[src/hw/rtl/averaged_range_to_pwm_duty_defines.svh]
// ---------------------------------------------------------------------------
// Assertion macros for the averaged range to PWM duty block
// Shared property forms, clocked on clk_i and disabled while rst_ni is low.
// ---------------------------------------------------------------------------
`ifndef AVERAGED_RANGE_TO_PWM_DUTY_DEFINES_SVH
`define AVERAGED_RANGE_TO_PWM_DUTY_DEFINES_SVH

// Consequent must hold in the same cycle as the antecedent
`define ARPD_ASSERT_SAME(label, ante, cons, msg) \
  label: assert property (@(posedge clk_i) disable iff (!rst_ni) (ante) |-> (cons)) \
    else $error(msg);

// Consequent must hold in the cycle after the antecedent
`define ARPD_ASSERT_NEXT(label, ante, cons, msg) \
  label: assert property (@(posedge clk_i) disable iff (!rst_ni) (ante) |=> (cons)) \
    else $error(msg);

`endif

[src/hw/rtl/arpd_pkg.sv]
`timescale 1ns / 1ps
// ---------------------------------------------------------------------------
// Averaged range to PWM duty package
// Widths, reset values, register indexes and shared types of the block.
// ---------------------------------------------------------------------------
package arpd_pkg;

  // Window size and field widths
  localparam int WINDOW_LOG2 = 4;
  localparam int RING_DEPTH  = 1 << WINDOW_LOG2;
  localparam int SAMPLE_W    = 12;
  localparam int SUM_W       = SAMPLE_W + WINDOW_LOG2;
  localparam int REG_W       = 16;
  localparam int DIST_W      = 20;
  localparam int DUTY_W      = 7;
  localparam int CMP_W       = 16;
  localparam int CM_W        = DIST_W - 8;

  // Shared multiplier widths
  localparam int MUL_W       = 24;
  localparam int PROD_W      = 2 * MUL_W;
  localparam int DIST_SHIFT  = WINDOW_LOG2 + 8;

  // Period times percent stays below 2^23; divide by 100 via reciprocal
  localparam int CMP_NUM_W   = 23;
  localparam int RECIP_SHIFT = 30;
  localparam logic [MUL_W-1:0] RECIP_MUL = 24'd10737419;

  localparam logic [DIST_W-1:0] DIST_MAX   = 20'hFFFFF;
  localparam logic [DUTY_W-1:0] DUTY_LIMIT = 7'd100;

  // Configuration registers
  localparam int CFG_IDX_W = 1;
  localparam logic [CFG_IDX_W-1:0] REG_DISTANCE_SCALE = 1'd0;
  localparam logic [CFG_IDX_W-1:0] REG_PWM_PERIOD     = 1'd1;
  localparam logic [REG_W-1:0] SCALE_RESET  = 16'd7012;
  localparam logic [REG_W-1:0] PERIOD_RESET = 16'd2499;

  // Request to the shared multiplier
  typedef struct packed {
    logic             en;
    logic [MUL_W-1:0] a;
    logic [MUL_W-1:0] b;
  } mul_req_t;

  // New sample pushed into the ring
  typedef struct packed {
    logic                push;
    logic [SAMPLE_W-1:0] sample;
  } ring_push_t;

endpackage

[src/hw/rtl/arpd_if.sv]
`timescale 1ns / 1ps
// ---------------------------------------------------------------------------
// Averaged range to PWM duty channels
// Valid/ready channels for the sample input and the result output.
// ---------------------------------------------------------------------------
interface arpd_in_if;
  logic                          valid;
  logic                          ready;
  logic [arpd_pkg::SAMPLE_W-1:0] adc_sample;

  modport source (output valid, output adc_sample, input ready);
  modport sink   (input valid, input adc_sample, output ready);
endinterface

interface arpd_out_if;
  logic                          valid;
  logic                          ready;
  logic [arpd_pkg::SAMPLE_W-1:0] average_sample;
  logic [arpd_pkg::DIST_W-1:0]   distance_q8;
  logic [arpd_pkg::DUTY_W-1:0]   duty_percent;
  logic [arpd_pkg::CMP_W-1:0]    compare_value;

  modport source (output valid, output average_sample, output distance_q8,
                  output duty_percent, output compare_value, input ready);
  modport sink   (input valid, input average_sample, input distance_q8,
                  input duty_percent, input compare_value, output ready);
endinterface

[src/hw/rtl/arpd_mul.sv]
`timescale 1ns / 1ps
// ---------------------------------------------------------------------------
// Shared multiplier
// One registered unsigned multiply, reused by the sequencer for all products.
// ---------------------------------------------------------------------------
module arpd_mul (
  input  logic                       clk_i,
  input  arpd_pkg::mul_req_t         req_i,
  output logic [arpd_pkg::PROD_W-1:0] prod_o
);
  import arpd_pkg::*;

  logic [PROD_W-1:0] prod_d;
  logic [PROD_W-1:0] prod_q;

  // Multiply the requested operands
  assign prod_d = req_i.a * req_i.b;

  // Capture the product when requested
  always_ff @(posedge clk_i) begin
    if (req_i.en) begin
      prod_q <= prod_d;
    end
  end

  assign prod_o = prod_q;

endmodule

[src/hw/rtl/arpd_ring.sv]
`timescale 1ns / 1ps
// ---------------------------------------------------------------------------
// Sample ring with running sum
// Replaces the oldest sample and keeps the window sum exact.
// ---------------------------------------------------------------------------
module arpd_ring (
  input  logic                       clk_i,
  input  logic                       rst_ni,
  input  arpd_pkg::ring_push_t       push_i,
  output logic [arpd_pkg::SUM_W-1:0] sum_o
);
  import arpd_pkg::*;

  logic [SAMPLE_W-1:0]    ring_q [RING_DEPTH];
  logic [WINDOW_LOG2-1:0] slot_q;
  logic [WINDOW_LOG2-1:0] slot_d;
  logic [SUM_W-1:0]       sum_q;
  logic [SUM_W-1:0]       sum_d;

  // Drop the oldest sample from the sum and add the new one
  assign sum_d  = sum_q - SUM_W'(ring_q[slot_q]) + SUM_W'(push_i.sample);
  assign slot_d = slot_q + WINDOW_LOG2'(1);

  // Hold ring, slot pointer and sum; clear all at reset
  always_ff @(posedge clk_i or negedge rst_ni) begin
    if (!rst_ni) begin
      for (int i = 0; i < RING_DEPTH; i++) begin
        ring_q[i] <= '0;
      end
      slot_q <= '0;
      sum_q  <= '0;
    end else if (push_i.push) begin
      ring_q[slot_q] <= push_i.sample;
      slot_q         <= slot_d;
      sum_q          <= sum_d;
    end
  end

  assign sum_o = sum_q;

endmodule

[src/hw/rtl/averaged_range_to_pwm_duty.sv]
`timescale 1ns / 1ps
// Sequence: after an input transfer the steps S_MUL_DIST, S_DUTY, S_MUL_CMP,
// S_MUL_RECIP and S_DONE run, and a new sample is taken only in S_IDLE; the sequencer runs
// three products through the single shared multiplier, then waits if the output is still full.
// Reset: the sample ring, pointer and sum clear to zero, distance_scale
// returns to 7012 and pwm_period to 2499; no clearing pass is needed.
// ---------------------------------------------------------------------------
// Averaged range to PWM duty
// Moving average of converter samples mapped to distance, duty and compare.
// ---------------------------------------------------------------------------
`include "averaged_range_to_pwm_duty_defines.svh"

module averaged_range_to_pwm_duty (
  input  logic                           clk_i,
  input  logic                           rst_ni,
  input  logic                           cfg_we_i,
  input  logic [arpd_pkg::CFG_IDX_W-1:0] cfg_index_i,
  input  logic [arpd_pkg::REG_W-1:0]     cfg_wdata_i,
  arpd_in_if.sink                        in_if,
  arpd_out_if.source                     out_if
);
  import arpd_pkg::*;

  typedef enum logic [2:0] {
    S_IDLE,
    S_MUL_DIST,
    S_DUTY,
    S_MUL_CMP,
    S_MUL_RECIP,
    S_DONE
  } state_e;

  state_e             state_q;
  logic [REG_W-1:0]   scale_q;
  logic [REG_W-1:0]   period_q;
  logic [DIST_W-1:0]  dist_q;
  logic [DUTY_W-1:0]  duty_q;
  logic               out_valid_q;
  logic [SAMPLE_W-1:0] avg_out_q;
  logic [DIST_W-1:0]  dist_out_q;
  logic [DUTY_W-1:0]  duty_out_q;
  logic [CMP_W-1:0]   cmp_out_q;

  ring_push_t         ring_push;
  logic [SUM_W-1:0]   sum;
  mul_req_t           mul_req;
  logic [PROD_W-1:0]  prod;
  logic [PROD_W-1:0]  dist_shift;
  logic [DIST_W-1:0]  dist_sat;
  logic [CM_W-1:0]    cm;
  logic [DUTY_W-1:0]  duty_d;
  logic               in_xfer;
  logic               out_xfer;

  assign in_xfer  = in_if.valid && in_if.ready;
  assign out_xfer = out_valid_q && out_if.ready;

  // Push each transferred sample into the ring
  assign ring_push.push   = in_xfer;
  assign ring_push.sample = in_if.adc_sample;

  arpd_ring u_ring (
    .clk_i  (clk_i),
    .rst_ni (rst_ni),
    .push_i (ring_push),
    .sum_o  (sum)
  );

  // Select the multiplier operands for the current step
  always_comb begin
    mul_req = '0;
    unique case (state_q)
      S_MUL_DIST: begin
        mul_req.en = 1'b1;
        mul_req.a  = MUL_W'(sum);
        mul_req.b  = MUL_W'(scale_q);
      end
      S_MUL_CMP: begin
        mul_req.en = 1'b1;
        mul_req.a  = MUL_W'(period_q);
        mul_req.b  = MUL_W'(duty_q);
      end
      S_MUL_RECIP: begin
        mul_req.en = 1'b1;
        mul_req.a  = MUL_W'(prod[CMP_NUM_W-1:0]);
        mul_req.b  = RECIP_MUL;
      end
      default: begin
        mul_req = '0;
      end
    endcase
  end

  arpd_mul u_mul (
    .clk_i  (clk_i),
    .req_i  (mul_req),
    .prod_o (prod)
  );

  // Scale the product to Q8 centimetres, saturate, clamp the percent
  assign dist_shift = prod >> DIST_SHIFT;
  assign dist_sat   = (dist_shift > PROD_W'(DIST_MAX)) ? DIST_MAX
                                                       : dist_shift[DIST_W-1:0];
  assign cm         = dist_sat[DIST_W-1:8];
  assign duty_d     = (cm > CM_W'(DUTY_LIMIT)) ? DUTY_LIMIT : cm[DUTY_W-1:0];

  // Write configuration registers
  always_ff @(posedge clk_i or negedge rst_ni) begin
    if (!rst_ni) begin
      scale_q  <= SCALE_RESET;
      period_q <= PERIOD_RESET;
    end else if (cfg_we_i) begin
      unique case (cfg_index_i)
        REG_DISTANCE_SCALE: scale_q  <= cfg_wdata_i;
        REG_PWM_PERIOD:     period_q <= cfg_wdata_i;
        default: begin
        end
      endcase
    end
  end

  // Sequence the steps and hold the result register
  always_ff @(posedge clk_i or negedge rst_ni) begin
    if (!rst_ni) begin
      state_q     <= S_IDLE;
      out_valid_q <= 1'b0;
      dist_q      <= '0;
      duty_q      <= '0;
      avg_out_q   <= '0;
      dist_out_q  <= '0;
      duty_out_q  <= '0;
      cmp_out_q   <= '0;
    end else begin
      // Drop valid after a transfer unless a new result loads this cycle
      if (out_xfer && (state_q != S_DONE)) begin
        out_valid_q <= 1'b0;
      end
      unique case (state_q)
        S_IDLE: begin
          if (in_xfer) begin
            state_q <= S_MUL_DIST;
          end
        end
        S_MUL_DIST: begin
          state_q <= S_DUTY;
        end
        S_DUTY: begin
          dist_q  <= dist_sat;
          duty_q  <= duty_d;
          state_q <= S_MUL_CMP;
        end
        S_MUL_CMP: begin
          state_q <= S_MUL_RECIP;
        end
        S_MUL_RECIP: begin
          state_q <= S_DONE;
        end
        S_DONE: begin
          if (!out_valid_q || out_if.ready) begin
            avg_out_q   <= sum[SUM_W-1:WINDOW_LOG2];
            dist_out_q  <= dist_q;
            duty_out_q  <= duty_q;
            cmp_out_q   <= prod[RECIP_SHIFT +: CMP_W];
            out_valid_q <= 1'b1;
            state_q     <= S_IDLE;
          end
        end
        default: begin
          state_q <= S_IDLE;
        end
      endcase
    end
  end

  assign in_if.ready           = (state_q == S_IDLE);
  assign out_if.valid          = out_valid_q;
  assign out_if.average_sample = avg_out_q;
  assign out_if.distance_q8    = dist_out_q;
  assign out_if.duty_percent   = duty_out_q;
  assign out_if.compare_value  = cmp_out_q;

  // Check sequencer and result consistency
  `ARPD_ASSERT_NEXT(a_busy_after_xfer, in_xfer, !in_if.ready, "ready after input transfer")
  `ARPD_ASSERT_SAME(a_duty_limit, out_valid_q, out_if.duty_percent <= DUTY_LIMIT, "duty above limit")
  `ARPD_ASSERT_SAME(a_duty_from_dist, out_valid_q && (out_if.distance_q8[DIST_W-1:8] <= CM_W'(DUTY_LIMIT)), CM_W'(out_if.duty_percent) == out_if.distance_q8[DIST_W-1:8], "duty not whole centimetres")
  `ARPD_ASSERT_SAME(a_mul_idle, state_q == S_IDLE || state_q == S_DONE, !mul_req.en, "multiplier used while idle")

endmodule
[src/flat_wrapper.sv]
// flat-port wrapper written by rule: the top's interface ports become plain ports
module averaged_range_to_pwm_duty_flat import arpd_pkg::*;
  (clk_i, rst_ni, cfg_we_i, cfg_index_i, cfg_wdata_i, in_if_valid, in_if_adc_sample, in_if_ready, out_if_valid, out_if_average_sample, out_if_distance_q8, out_if_duty_percent, out_if_compare_value, out_if_ready);
  arpd_in_if in_if_i ();
  arpd_out_if out_if_i ();
  input  logic clk_i;
  input  logic rst_ni;
  input  logic cfg_we_i;
  input  logic [arpd_pkg::CFG_IDX_W-1:0] cfg_index_i;
  input  logic [arpd_pkg::REG_W-1:0] cfg_wdata_i;
  input wire logic [$bits(in_if_i.valid)-1:0] in_if_valid;
  input wire logic [$bits(in_if_i.adc_sample)-1:0] in_if_adc_sample;
  output wire logic [$bits(in_if_i.ready)-1:0] in_if_ready;
  output wire logic [$bits(out_if_i.valid)-1:0] out_if_valid;
  output wire logic [$bits(out_if_i.average_sample)-1:0] out_if_average_sample;
  output wire logic [$bits(out_if_i.distance_q8)-1:0] out_if_distance_q8;
  output wire logic [$bits(out_if_i.duty_percent)-1:0] out_if_duty_percent;
  output wire logic [$bits(out_if_i.compare_value)-1:0] out_if_compare_value;
  input wire logic [$bits(out_if_i.ready)-1:0] out_if_ready;
  assign in_if_i.valid = in_if_valid;
  assign in_if_i.adc_sample = in_if_adc_sample;
  assign in_if_ready = in_if_i.ready;
  assign out_if_valid = out_if_i.valid;
  assign out_if_average_sample = out_if_i.average_sample;
  assign out_if_distance_q8 = out_if_i.distance_q8;
  assign out_if_duty_percent = out_if_i.duty_percent;
  assign out_if_compare_value = out_if_i.compare_value;
  assign out_if_i.ready = out_if_ready;
  averaged_range_to_pwm_duty u_core (.clk_i(clk_i), .rst_ni(rst_ni), .cfg_we_i(cfg_we_i), .cfg_index_i(cfg_index_i), .cfg_wdata_i(cfg_wdata_i), .in_if(in_if_i), .out_if(out_if_i));
endmodule
[config.mk]
export PLATFORM = sky130hd
export DESIGN_NAME = averaged_range_to_pwm_duty_flat
export DESIGN_NICKNAME = d
export VERILOG_FILES = /design/src/hw/rtl/arpd_pkg.sv /design/src/hw/rtl/arpd_if.sv /design/src/hw/rtl/arpd_mul.sv /design/src/hw/rtl/arpd_ring.sv /design/src/hw/rtl/averaged_range_to_pwm_duty.sv /design/src/flat_wrapper.sv
export VERILOG_INCLUDE_DIRS = /design/src /design/src/hw/rtl
export SDC_FILE = /design/constraint.sdc
export NUM_CORES = 2
export LEC_CHECK = 0
export BUFFER_PORTS_ARGS = -buffer_cell sky130_fd_sc_hd__buf_2
export CORE_ASPECT_RATIO = 0.75
export CORE_MARGIN = 2
export CORE_UTILIZATION = 65
export DETAILED_ROUTE_END_ITERATION = 8
export HOLD_SLACK_MARGIN = 0.06
export PLACE_DENSITY = 0.83
export SYNTH_ARGS = -nofsm -noshare
export SYNTH_HDL_FRONTEND = slang
export SYNTH_SLANG_ARGS = --single-unit
export TNS_END_PERCENT = 20
[constraint.sdc]
create_clock -name clk_i -period 12.48 [get_ports clk_i]
set_input_delay 1.248 -clock clk_i [delete_from_list [all_inputs] [get_ports clk_i]]
set_output_delay 1.248 -clock clk_i [all_outputs]
set_load 0.005 [all_outputs]
==> reports/metrics.csv <==
metric,value,unit
post-route ant nets,0,
"commonest cells after routing, fill and taps aside","inv_1, fa_1, nand2_1",
maximum clock path buffer count,3,
die area,0.05159,mm^2
Iter 0 DRT Violations,2656,
overall routed net length,89.78,mm
core area,0.04896,mm^2
setup violators final,0,
Synth Cell Area,0.03235,mm^2
filler instances,3413,
relative max-transition margin,14.66,%
data arrival time of the worst path,9.27,ns
Nets,3944,
Total GRT Usage,36.26,%
CTS tree,done,
Final Hold Viols,0,
postcts setup bufs,0,
RSZ-0062 raised after global routing,no,
Ports,91,
combinational family with the most area after synthesis,adder cells,
distinct cell type count after synthesis,71,
worst-skew pair later-pin latency,0.55,ns
# rows,70,
Chip Height,197.2,um
adder-cell share of the synthesized area,33.12,%
vias in the first global route,24830,
number of clock sinks,378,
synthesized flop and latch total,378,
Chip Width,261.6,um
fin. max-slew vios,0,
Tmin final,8.987,ns
Synth Area in Simple Gates,10.06,%
status,completed,
Highest Clock Rate,0.1113,GHz
Mapped Cells,3212,
Residual DRC,0,
Starting Density,66.07,%
Slew @ Worst Pin,1.276,ns
Buffers on Ports,90,
final core occ,71.16,%
fraction of layout cells with a size suffix above 1,12.04,%
top post-synthesis cells by area,"dfrtp_1, fa_1, ha_1, inv_1, edfxtp_1",
grt ovf,0,
root buf cell,clkbuf_16,
largest net degree at the start of global routing,95,
Mean Syn Cell Area,10.07,um^2
critical path class,flop to flop,
skew final,0.02810,ns
cell taking the most area after synthesis,dfrtp_1,
xor/xnor share of the synthesized area,1.435,%
Compound-Gate Fraction of Synth Area,8.374,%
initial antenna violation count,2,
type of origin of the critical path,flop,
Worst Setup End Kind,flop,
worst hold path type,flop to flop,
CP Max Fanout,34,
Vias per Instance,6.086,
area grow syn2layout,7.693,%
Resize count post-CTS,0,
number of max-cap violations,0,
first-pass GRT wire length,140.9,mm
most common flop cell mapped by yosys,dfrtp_1,
ys async rst share,87.30,%
Avg WL per Cell,22.71,um
mux contribution to synthesized area,8.300,%
global placement routability congestion,1.048,
Post-synth EDFFs,48,
proportion of synthesized chip area in sequential cells,30.03,%
"CTS clk-pin slew, worst paths",0.07,ns
setup_tns,0,ns
cts bufs inserted,36,
"commonest non-fill, non-tap cell in the layout",inv_1,
Crit path required time,12.77,ns
yosys warns,0,
Tcrit/Tclk final,72.01,%
vias post-DR,24070,
area fraction of the dominant cell type after synthesis,24.52,%
Detailed Place HPWL,68.50,mm
number of iterations in the first detailed-routing pass,7,
cts hold-fix bufs,0,
H-Tree Depth,2,
==> cell families (layout without fill, tap and decap cells) <==
group / after synthesis / in the layout
xor gates and xnor gates: 53 / 53
other: 2 / 50
buffers and inverters: 745 / 791
AOI/OAI and AO/OA: 463 / 463
adders and majority gates: 632 / 632
and+or+nand+nor: 759 / 759
muxes: 180 / 180
DFF: 378 / 378
==> critical path, stage by stage, from the launching register on <==
cell      delay (ns)
dfrtp_1         0.52
nor2b_2         0.22
buf_4           0.25
a22oi_1         0.25
nor2_1          0.11
a21oi_1         0.93
nor2_1          0.18
fa_1            0.54
fa_1            0.51
inv_1           0.05
fa_1            0.45
fa_1            0.49
fa_1            0.54
inv_1           0.05
fa_1            0.66
inv_1           0.10
fa_1            0.56
inv_1           0.06
ha_1            0.38
nand2_1         0.10
o21ai_0         0.13
a221oi_2        0.31
nand3_1         0.13
o211ai_2        0.20
o21ai_2         0.13
a211o_1         0.34
nor4b_4         0.15
or3_1           0.37
==> state kept, by name (all words and copies together) (netlist names) <==
signal / cells
u_core.dist_q: 20
u_core.duty_q: 7
u_core.out_if.average_sample: 12
u_core.out_if.compare_value: 16
u_core.out_if.distance_q8: 20
u_core.out_if.duty_percent: 7
u_core.out_if.valid: 1
u_core.period_q: 16
u_core.scale_q: 16
u_core.state_q: 3
u_core.u_mul.prod_o: 48
u_core.u_ring.ring_q: 192
u_core.u_ring.slot_q: 4
u_core.u_ring.sum_o: 16
==> routing by layer <==
layer | routed length, um | track usage, % | share of wire (%) | vias up
met2 | 39050 | 52.89 | 43 | 1444
met5 | 103 | 1.341 | 0.11 | -
met4 | 2896 | 10.21 | 3.2 | 4
met3 | 10720 | 10.16 | 12 | 228
li1 | - | - | - | 10330
met1 | 37020 | 53.50 | 41 | 12060
==> stage by stage <==
step                hold slack (ns)  setup WS (ns)  instances  cell area [um^2]
floorplan                    0.4446          4.585       3259             32520
global placement             0.4561          3.750       3888             33560
detailed placement           0.4656          3.659       3888             33560
CTS                          0.4797          3.601       3953             34830
global route                 0.5005          3.053       3953             34830
finish                       0.4778          3.493       3954             34840
==> cell usage after synthesis (15+ instances only) <==
master / number
a21o_1: 43
a21oi_1: 97
a22oi_1: 16
and2_1: 33
clkbuf_1: 139
dfrtp_1: 317
edfxtp_1: 48
fa_1: 374
ha_1: 258
inv_1: 600
mux2_2: 106
mux4_2: 60
nand2_1: 336
nand2b_1: 19
nand3_1: 29
nor2_1: 261
o21ai_0: 226
o21bai_1: 15
xnor2_1: 33
xor2_1: 20
==> path summary, 6_finish.rpt <==
kind | from | to | slack (ns) | cells after the start
max | u_core.state_q[0] | u_core.u_mul.prod_o[44] | 3.49 | 27
min | u_core.u_ring.ring_q[161] | u_core.u_ring.ring_q[161] | 0.48 | 2
max reg2reg | u_core.state_q[0] | u_core.u_mul.prod_o[44] | 3.49 | 27
min reg2reg | u_core.u_ring.ring_q[161] | u_core.u_ring.ring_q[161] | 0.48 | 2
max in group asynchronous | rst_ni | u_core.period_q[3] | 9.44 | 3
min in group asynchronous | rst_ni | u_core.u_ring.ring_q[104] | 0.69 | 1
==> final cells by class <==
cell class,instances,area [um^2],area share (%)
antenna,1,2.502,0.007183
clock buffer,48,1037,2.977
clock inverter,17,234.0,0.6716
inverter,600,2252,6.465
multi-input combinational,2136,20050,57.55
sequential,378,9721,27.90
tap,648,810.8,2.327
timing repair buffer,126,730.7,2.097
Power is not shown: default switching activity piles up to over one toggle a cycle in this logic, so the estimate is an artifact.
